--- src/hw/rtl/bgtl_pkg.sv ---
`default_nettype none

package bgtl_pkg;

    localparam int S_TDATA_W   = 48;
    localparam int M_TDATA_W   = 88;
    localparam int CFG_INDEX_W = 3;
    localparam int CFG_DATA_W  = 13;

    localparam logic [1:0] FUNC_BEGIN_TEXT = 2'd0;
    localparam logic [1:0] FUNC_CHAR       = 2'd1;
    localparam logic [1:0] FUNC_BEGIN_SCAN = 2'd2;
    localparam logic [1:0] FUNC_SCAN_PIXEL = 2'd3;

    localparam logic [CFG_INDEX_W-1:0] REG_GLYPH_HEIGHT   = 3'd0;
    localparam logic [CFG_INDEX_W-1:0] REG_LINE_SPACING   = 3'd1;
    localparam logic [CFG_INDEX_W-1:0] REG_LETTER_SPACING = 3'd2;
    localparam logic [CFG_INDEX_W-1:0] REG_DEST_WIDTH     = 3'd3;
    localparam logic [CFG_INDEX_W-1:0] REG_DEST_HEIGHT    = 3'd4;
    localparam logic [CFG_INDEX_W-1:0] REG_SOURCE_ROW     = 3'd5;

    localparam logic [7:0] CHAR_NEWLINE   = 8'd10;
    localparam logic [7:0] CHAR_SPACE     = 8'd32;
    localparam logic [7:0] CHAR_FIRST     = 8'd33;
    localparam logic [7:0] CHAR_LAST      = 8'd126;
    localparam logic [7:0] CHAR_EXT_FIRST = 8'd161;
    localparam logic [7:0] EXT_OFFSET     = 8'd34;

    typedef struct packed {
        logic [11:0] start;
        logic [11:0] width;
    } glyph_entry_t;

    typedef struct packed {
        logic [15:0] dst_y;
        logic [15:0] dst_x;
        logic [11:0] blit_height;
        logic [11:0] blit_width;
        logic [12:0] src_y;
        logic [11:0] src_x;
    } blit_t;

    // Table slot of a character; space reads slot 0 for its width.
    function automatic logic [7:0] glyph_index(input logic [7:0] code);
        logic [7:0] idx;
        idx = code - CHAR_FIRST;
        if (code == CHAR_SPACE) begin
            idx = 8'd0;
        end else if (code >= CHAR_EXT_FIRST) begin
            idx = idx - EXT_OFFSET;
        end
        return idx;
    endfunction

endpackage

`default_nettype wire

--- src/hw/rtl/bgtl_out_skid.sv ---
`default_nettype none

module bgtl_out_skid (
    input  wire logic             aclk,
    input  wire logic             aresetn,
    input  wire logic             in_valid,
    output logic                  in_ready,
    input  wire bgtl_pkg::blit_t  in_data,
    output logic                  out_valid,
    input  wire logic             out_ready,
    output bgtl_pkg::blit_t       out_data
);

    logic            out_valid_reg;
    logic            out_valid_next;
    logic            skid_valid_reg;
    logic            skid_valid_next;
    logic            load_out;
    logic            load_skid;
    bgtl_pkg::blit_t out_data_reg;
    bgtl_pkg::blit_t skid_data_reg;

    always_comb begin
        out_valid_next  = out_valid_reg;
        skid_valid_next = skid_valid_reg;
        load_out        = 1'b0;
        load_skid       = 1'b0;
        if (skid_valid_reg) begin
            if (out_ready) begin
                skid_valid_next = 1'b0;
            end
        end else if (in_valid) begin
            if (!out_valid_reg || out_ready) begin
                load_out       = 1'b1;
                out_valid_next = 1'b1;
            end else begin
                load_skid       = 1'b1;
                skid_valid_next = 1'b1;
            end
        end else if (out_ready) begin
            out_valid_next = 1'b0;
        end
    end

    always_ff @(posedge aclk) begin
        if (!aresetn) begin
            out_valid_reg  <= 1'b0;
            skid_valid_reg <= 1'b0;
        end else begin
            out_valid_reg  <= out_valid_next;
            skid_valid_reg <= skid_valid_next;
        end
    end

    always_ff @(posedge aclk) begin
        if (skid_valid_reg && out_ready) begin
            out_data_reg <= skid_data_reg;
        end else if (load_out) begin
            out_data_reg <= in_data;
        end
        if (load_skid) begin
            skid_data_reg <= in_data;
        end
    end

    assign in_ready  = !skid_valid_reg;
    assign out_valid = out_valid_reg;
    assign out_data  = out_data_reg;

endmodule

`default_nettype wire

--- config.mk ---
export PLATFORM = sky130hd
export DESIGN_NAME = bgtl_out_skid
export DESIGN_NICKNAME = d
export VERILOG_FILES = /design/src/hw/rtl/bgtl_pkg.sv /design/src/hw/rtl/bgtl_out_skid.sv
export SDC_FILE = /design/constraint.sdc
export NUM_CORES = 1
export LEC_CHECK = 0
export ABC_AREA = 0
export ABC_CLOCK_PERIOD_IN_PS = 12100
export BUFFER_PORTS_ARGS = -buffer_cell sky130_fd_sc_hd__clkbuf_2
export CAP_MARGIN = 25
export CORE_MARGIN = 1
export CORE_UTILIZATION = 40
export DETAILED_ROUTE_END_ITERATION = 7
export SLEW_MARGIN = 40
export SYNTH_ARGS = -nofsm -noshare
export SYNTH_HDL_FRONTEND = slang
export SYNTH_SLANG_ARGS = --single-unit
export TNS_END_PERCENT = 5
--- constraint.sdc ---
create_clock -name aclk -period 12.1 [get_ports aclk]
set_input_delay 2.42 -clock aclk [delete_from_list [all_inputs] [get_ports aclk]]
set_output_delay 2.42 -clock aclk [all_outputs]
set_load 0.1 [all_outputs]
==> results by group, run 1 <==
Global route
  • Total routing usage reported by global routing: 14.9%
  • GR Overflow Total: 0
  • Largest net degree at the start of global routing: a little over 80
  • Initial antenna violation count: 0
  • First-pass GRT wire length: 17100 microns
  • Vias in the first global route: 3130

Detailed routing
  • Routed vias/inst: 4.75
  • DRT Pass-1 Iters: 6
  • DRT antenna net count: 0
  • Routed len/inst: 16.6 microns
  • Detailed Route Iter0 Violations: 135
  • Vias post-DR: 3055
  • Drt drc: 20
  • Total wire length: about 11000 microns

Timing
  • Setup Skew: 0.0186 ns
  • Tcrit/Tclk final: 32.3%
  • Pins Over Slew Limit: 0
  • Fmax achieved: 256 MHz
  • Setup WS post-layout: 8.19 ns
  • Fin crit period: 3.91 ns
  • Slew @ Worst Pin: 0.799 ns
  • RSZ-0062 raised after global routing: false
  • Endpoints failing setup: 0
  • Hold Violations, Final: 0
  • Setup TNS: 0 ns
  • Max_slew headroom: 46.7%

Die
  • FP Rows: 44
  • Die area: 15600 sq um
  • Core box area: 14600 sq um
  • Chip Height: 125 microns
  • Starting Density: 41.2%
  • Die width: around 120 microns
  • Io pins: 168

Cells and area
  • Final cell count without fillers: 643
  • Fillcell total: 1204
  • FF/Latch Area: between 4000 and 5000 sq um
  • Ant. Diodes: 0
  • Multi-input logic area: 1020 sq um
  • Area growth from synthesis to layout: 26.8%
  • Final core utilization: between 50% and 60%
  • Final #Nets: 532
  • Layout cells sized above 1: 61.9%
  • Final Cell Area: about 7600 sq um

Placed design
  • Placed cell area: 7030 sq um
  • Routability cong.: 0.685
  • Placed insts: 612
  • Hpwl dp: between 6000 and 7000 microns
  • Dpl ws: 7.71 ns
  • Buffers on Ports: roughly 170

Clock network
  • Post-cts resize count: 0
  • Setup Fix Bufs, Post-CTS: 0
  • Hold-fix buffers at CTS: 0
  • CTS tree: done
  • Total clock sinks: 164
  • Clock Path Buffers: 2
  • Clock transition at path regs: 0.06 ns
  • Total CTS buffers: 17
  • H-tree levels: 4
  • Skew-Pair Late Insertion Delay: about 0.43 ns
  • Root Driver: clkbuf_16

Logic synthesis
  • Sequential area share after synthesis: 81.4%
  • Netlist cell types: 16
  • Synth warnings: 0
  • Syn Std Cell Area: 6030 sq um
  • Mean post-synth cell area: 22.7 sq um
  • Cells after synthesis: 265
  • Flops & latches, synth: 164
  • Post-Syn Nets: between 300 and 400

Critical path
  • CP max stage delay: 0.61 ns
  • WS Path Type: in2reg
  • Crit-path cells: clkbuf_2 -> nand2_4 -> buf_4 -> mux2_2
  • Slowest CP cell: buf_4
  • FF-to-FF setup slack: around 10 ns
  • CP Launch Type: primary input
  • Arr. time, crit path: 4.08 ns
  • WP data required: 12.27 ns
  • CP Capture Type: flip-flop
  • Max FO, Critical Path: 43
  • Buf/Inv on CP: 2
  • Largest delay share family, worst path: buffers and inverters

Run status
  • Failing checks: design-rule violations
  • Status: complete, but fails checks

Flow run
  • Max Cap Violations: 0

Pwr
  • Max IR drop VDD: between 0.1 and 0.15 mV
  • Lkg Pwr: 0.00296 uW
  • Power Density: ~190 nW/um^2

Worst hold path
  • Worst hold path type: reg2reg
-- synth_stat cells, drive strengths merged --
library cell  instances  area, sq um
edfxtp              162         4860
mux2                 81          938
clkbuf                8          110
nand2                 3         18.8
dfxtp                 2         40.0
a21oi                 1         5.00
and2b                 1         8.76
inv                   1         3.75
nand2b                1         6.26
nand3b                1         7.51
nor2                  1         3.75
nor3                  1         5.00
o21ai                 1         5.00
o22a                  1         10.0
-- through the flow --
step / total power [uW] / hold slack, ns
finish: 1440 / 0.539
global route: 1490 / 0.551
CTS: 1460 / 0.548
detailed placement: 898 / 0.532
global placement: 895 / 0.478
floorplan: 855 / 0.525
-- metal layers --
metal  vias up  part of all wire [%]  global-route usage, %
li1       1428                     -                      -
met1      1501                    44                   18.4
met2       112                    47                   22.5
met3        14                   7.6                   6.79
met4         0                   1.8                   6.54
met5         -                     0                      0
-- layout by cell type, fill, tap and decap left out, drive strengths merged --
cell type  synthesis  layout
clkbuf             8     185
edfxtp           162     162
mux2              81      81
clkinv             0       5
bufinv             0       4
buf                0       4
nand2              3       3
inv                1       3
clkinvlp           0       2
dfxtp              2       2
nor2               1       1
o22a               1       1
nor3               1       1
nand2b             1       1
a21oi              1       1
and2b              1       1
nand3b             1       1
o21ai              1       1
-- area by class of cell --
type	instances	area share, %
Timing Repair Buffer	171	11.4
Multi-Input combinational cell	92	13.4
Sequential cell	164	64.2
Clock inverter	13	2.39
Tap cell	184	3.01
Clock buffer	18	5.62
Inverter	1	0.0491
-- where the power goes --
part / internal (uW) / switching, uW
Clock: 344 / 214
Combinational: 36.9 / 180
Sequential: 659 / 7.52
Total: 1040 / 402
-- final timing paths --
path,startpoint,cells past startpoint,end
worst max register to register,skid_valid_reg,3,out_data[44]
worst max-delay path,out_ready,4,out_data[44]
worst min register to register,skid_data_reg[65],1,out_data[65]
worst min-delay path,skid_data_reg[65],1,out_data[65]
-- kinds of logic after synthesis --
| family | Yosys count | share of synthesized area, % |
|---|---|---|
| AO/OA/AOI/OAI | 3 | 0.332 |
| buffers and inverters | 9 | 1.89 |
| multiplexers | 81 | 15.6 |
| flip-flops | 164 | 81.4 |
| AND/OR/NAND/NOR | 8 | 0.830 |
Power figures use the tool's default switching activity.
==> run 2: changes to the inputs <==
ABC_CLOCK_PERIOD_IN_PS = 3900   (was 12100)
clock period = 3.9 ns   (was 12.1 ns; I/O delays follow)
==> results by group, run 2 (synthesis results as in run 1) <==
Global route
  • Vias in the first global route: 3227
  • Largest net degree at the start of global routing: 82
  • GR Overflow Total: 0
  • Met1 Use GR: ~17%
  • Gr busiest metal: met2
  • Met3 global-route usage: 5.67%
  • Initial antenna violation count: 0
  • Met2 Use GR: 24.3%
  • Total routing usage reported by global routing: 14.9%
  • First-pass GRT wire length: 17200 microns

Timing
  • Setup Skew: 0.00862 ns
  • Hold_ws: 0.516 ns
  • Setup TNS: 0 ns
  • Endpoints failing setup: 0
  • RSZ-0062 raised after global routing: false
  • Slew @ Worst Pin: between 0.5 and 0.6 ns
  • Fin crit period: 2.20 ns
  • Fmax achieved: 454 MHz
  • Pins Over Slew Limit: 0
  • Max_slew headroom: 60.4%
  • Hold Violations, Final: 0
  • Tcrit/Tclk final: 56.5%

Die
  • Starting Density: 41.2%
  • Io pins: roughly 170
  • Core box area: 14600 sq um
  • Chip Height: 125 microns
  • FP Rows: 44
  • Die width: 125 microns
  • Die area: 15600 sq um

Clock network
  • Clock transition at path regs: 0.06 ns
  • CTS tree: done
  • Clock Path Buffers: 2
  • H-tree levels: 4
  • Total CTS buffers: 17
  • Setup Fix Bufs, Post-CTS: 0
  • Total clock sinks: between 150 and 200
  • Root Driver: clkbuf_16
  • Skew-Pair Late Insertion Delay: 0.42 ns
  • Hold-fix buffers at CTS: 0
  • Post-cts resize count: 0

Pwr
  • Switching Share: 27.9%
  • Power Density: between 500 and 600 nW/um^2
  • Lkg Pwr: 0.00296 uW
  • Net Switching: 1220 uW
  • Comb pwr share: between 15 and 20%
  • Clock power frac: 37.2%
  • Overall Power: 4380 uW
  • Seq pwr share: a little under half
  • Internal Power: about 3200 uW
  • Max IR drop VDD: ~0.32 mV

Critical path
  • Worst setup path startpoint: skid_valid_reg
  • CP Capture Type: output pin
  • Critical R2R Launch: skid_valid_reg
  • Max FO, Critical Path: 7
  • R2R cell count: 3
  • FF-to-FF setup slack: ~2.0 ns
  • WS Path Type: reg2out
  • R2r endpoint: out_data[31]
  • WP data required: 3.12 ns
  • CP Launch Type: flip-flop
  • Arr. time, crit path: 1.42 ns

Cells and area
  • Final #Nets: 532
  • Layout cells sized above 1: between 60% and 70%
  • Area growth from synthesis to layout: 27.0%
  • Commonest cells after routing, fill and taps aside: clkbuf_2, edfxtp_1, mux2_2
  • Commonest non-fill, non-tap cell in the layout: clkbuf_2
  • Fillcell total: 1224

Run status
  • Failing checks: design-rule violations
  • Status: complete, but fails checks

Detailed routing
  • Total wire length: 10700 microns
  • DRT antenna net count: 0
  • Detailed Route Iter0 Violations: 191
  • Routed vias/inst: 4.78
  • DRT Pass-1 Iters: 6
  • Routed len/inst: around 17 microns
  • Drt drc: 44
  • Vias post-DR: 3072

Worst hold path
  • Hold EP: out_valid
  • Worst hold path type: reg2reg
  • Hold path start: out_valid
  • Hold depth: 2

Flow run
  • Max Cap Violations: 0

Placed design
  • Routability cong.: around 0.72
  • Buffers on Ports: ~170
  • Hpwl dp: between 6000 and 7000 microns
-- run 2: cell types whose count changed in the layout (fill, tap and decap cells not counted) --
| cell | change |
|---|---|
| bufinv_16 | -1 |
| clkinvlp_4 | -1 |
| clkbuf_1 | +1 |
| buf_4 | -3 |
| clkinv_1 | +1 |
| diode_2 | +1 |
| clkinv_2 | +1 |
| buf_12 | +4 |
| buf_6 | -1 |
| clkinv_4 | -1 |
| inv_6 | -1 |
| nor3_2 | -1 |
| nor3_4 | +1 |
-- run 2: worst max-delay path, cell delays in order, from the launching register on --
cell	delay [ns]
dfxtp_1	0.52
inv_1	0.11
clkbuf_2	0.38
-- run 2: worst max-delay path by stage --
stage	slack, ns	endpoint	cells past startpoint
after global placement	1.49	out_data[21]	4
final	1.70	in_ready	2
after floorplan	0.28	skid_data_reg[0]	2
after global routing	1.63	in_ready	2
after detailed placement	1.44	out_data[19]	4
after CTS	1.67	in_ready	2
-- run 2: power groups by stage --
stage               Sequential [uW]  Combinational, uW  Clock (uW)
floorplan                      2560               90.1           0
global placement               2110                674           0
detailed placement             2110                689           0
CTS                            2070                690        1680
global route                   2080                707        1740
finish                         2070                683        1630
-- run 2: per-layer routing --
| metal | vias to the layer above | wire (microns) |
|---|---|---|
| met5 | - | 0 |
| met4 | 0 | 199 |
| met3 | 16 | 727 |
| met2 | 102 | 5300 |
| met1 | 1533 | 4510 |
| li1 | 1421 | - |
-- run 2: final cells by class --
type                    count  area [sq um]  area share, %
repair buffers            171           916           12.0
flip-flops and latches    164          4900           64.1
inverters                   1          3.75         0.0490
multi-input cells          92          1030           13.4
clock buffers              19           433           5.66
diodes                      1          2.50         0.0327
clock inverters            11           136           1.78
well taps                 184           230           3.01
-- run 2: per-stage QoR --
stage / instances / util (%) / worst slack (ns) / cell area (sq um)
after floorplan: 265 / - / 0.279 / 6040
after global placement: 610 / 48.1 / 1.49 / 7040
after detailed placement: 612 / 48.4 / 1.44 / 7080
after CTS: 642 / 52.2 / 1.67 / 7650
after global routing: 642 / 52.2 / 1.63 / 7650
final: 643 / 52.3 / 1.70 / 7650
==> run 3: changes to the inputs <==
ABC_CLOCK_PERIOD_IN_PS = 2120   (was 3900)
clock period = 2.12 ns   (was 3.9 ns; I/O delays follow)
==> results by group, run 3 (synthesis results as in run 1) <==
Pwr
  • Net Switching: 2270 uW
  • Seq pwr share: 47.0%
  • Switching Share: 28.1%
  • Power Density: 1060 nW/um^2
  • Max IR drop VDD: roughly 0.52 mV
  • Clock power frac: 37.6%
  • Internal Power: approximately 5800 uW
  • Lkg Pwr: 0.00298 uW
  • Comb pwr share: approximately 15%

Detailed routing
  • Drt drc: 23
  • Vias post-DR: between 3000 and 4000
  • Total wire length: ~11000 microns
  • Routed vias/inst: 4.74
  • DRT Pass-1 Iters: 6
  • DRT antenna net count: 0
  • Detailed Route Iter0 Violations: 176
  • Routed len/inst: approximately 16 microns

Run status
  • Failing checks: design-rule violations
  • Status: complete, but fails checks

Timing
  • Max_slew headroom: 61.5%
  • Hold_ws: slightly below 0.2 ns
  • Setup Skew: 0.00963 ns
  • Endpoints failing setup: 0
  • RSZ-0062 raised after global routing: false
  • Slew @ Worst Pin: 0.580 ns
  • Hold Violations, Final: 0
  • Fin crit period: 1.87 ns
  • Setup TNS: 0 ns
  • Tcrit/Tclk final: 88.4%
  • Fmax achieved: 533 MHz
  • Pins Over Slew Limit: 0

Cells and area
  • Final core utilization: 52.4%
  • Area growth from synthesis to layout: 27.3%
  • Fillcell total: 1207
  • Final #Nets: 532
  • Layout cells sized above 1: 62.4%
  • Commonest non-fill, non-tap cell in the layout: clkbuf_2
  • FF/Latch Area: 4910 sq um
  • Multi-input logic area: slightly above 1000 sq um
  • Ant. Diodes: 0
  • Commonest cells after routing, fill and taps aside: clkbuf_2, edfxtp_1, mux2_2

Critical path
  • Slowest CP cell: dfxtp_1
  • Buf/Inv on CP: 2
  • Arr. time, crit path: 1.45 ns
  • CP max stage delay: 0.53 ns
  • Crit-path cells: inv_1 -> clkbuf_2
  • Largest delay share family, worst path: flip-flops
  • R2R cell count: 3
  • Critical R2R Launch: skid_valid_reg
  • WP data required: 1.70 ns
  • R2r endpoint: out_data[19]
  • Max FO, Critical Path: 7
  • FF-to-FF setup slack: roughly 0.6 ns
  • CP Capture Type: output pin
  • CP Launch Type: flip-flop
  • WS Path Type: reg2out

Clock network
  • Setup Fix Bufs, Post-CTS: 0
  • Total clock sinks: between 150 and 200
  • Hold-fix buffers at CTS: 0
  • Root Driver: clkbuf_16
  • Clock transition at path regs: 0.06 ns
  • Clock Path Buffers: 2
  • Post-cts resize count: 0
  • H-tree levels: 4
  • Total CTS buffers: 17
  • CTS tree: done
  • Skew-Pair Late Insertion Delay: 0.42 ns

Global route
  • Vias in the first global route: 3184
  • Largest net degree at the start of global routing: 82
  • First-pass GRT wire length: between 15000 and 20000 microns
  • GR Overflow Total: 0
  • Initial antenna violation count: 0
  • Total routing usage reported by global routing: between 10% and 20%

Die
  • Core box area: 14600 sq um
  • FP Rows: between 40 and 50
  • Die width: between 100 and 150 microns
  • Starting Density: roughly 41%
  • Die area: 15600 sq um
  • Chip Height: approximately 120 microns
  • Io pins: 168

Worst hold path
  • Worst hold path type: in2reg
  • Hold path start: in_data[44]
  • Hold EP: skid_data_reg[44]
  • Hold depth: 1

Placed design
  • Hpwl dp: 6680 microns
  • Routability cong.: between 0.6 and 0.7
  • Buffers on Ports: 167

Flow run
  • Max Cap Violations: 0
-- run 3: cell count changes in the layout (fill, tap and decap cells not counted), sizes merged --
cell / previous run / this run
diode: 1 / 0
clkinv: 6 / 9
clkbuf: 186 / 185
-- run 3: metrics by stage --
stage	power [uW]	cell area, sq um	cells	setup slack [ns]
4_1_cts	8190	7670	644	0.229
6_report	8090	7670	644	0.246
3_5_place_dp	5130	7080	612	0.415
2_1_floorplan	4870	6050	265	-0.911
3_3_place_gp	5120	7080	612	0.451
5_1_grt	8350	7670	644	0.179
-- run 3: worst max path at each step --
stage | from | endpoint | cells past startpoint
floorplan | out_valid | skid_data_reg[0] | 2
global placement | out_ready | out_data[58] | 4
detailed placement | out_ready | out_data[19] | 4
CTS | skid_valid_reg | in_ready | 2
global route | skid_valid_reg | in_ready | 2
finish | skid_valid_reg | in_ready | 2
-- run 3: power groups by stage --
stage	Combinational, uW	Clock [uW]	Sequential [uW]
2_1_floorplan	166	0	4710
3_3_place_gp	1250	0	3870
3_5_place_dp	1260	0	3880
4_1_cts	1260	3130	3810
5_1_grt	1290	3240	3820
6_report	1250	3040	3800
-- run 3: worst reg2reg max path: stages (launching register included) --
cell and delay [ns]:
dfxtp_1 0.41, nand2_4 0.11, buf_4 0.35, mux2_2 0.39
-- run 3: routing by layer --
layer | track usage, % | vias up | wire [microns]
met1 | 17.4 | 1506 | 4500
met4 | 7.48 | 0 | 223
met3 | 5.24 | 17 | 690
met5 | 0 | - | 0
met2 | 23.2 | 106 | 5160
li1 | - | 1423 | -
-- run 3: final cells by class --
class | instances | area share [%]
inverters | 1 | 0.0489
clock buffers | 18 | 5.60
flip-flops and latches | 164 | 64.0
well taps | 184 | 3.00
clock inverters | 14 | 2.09
repair buffers | 171 | 11.8
multi-input cells | 92 | 13.5
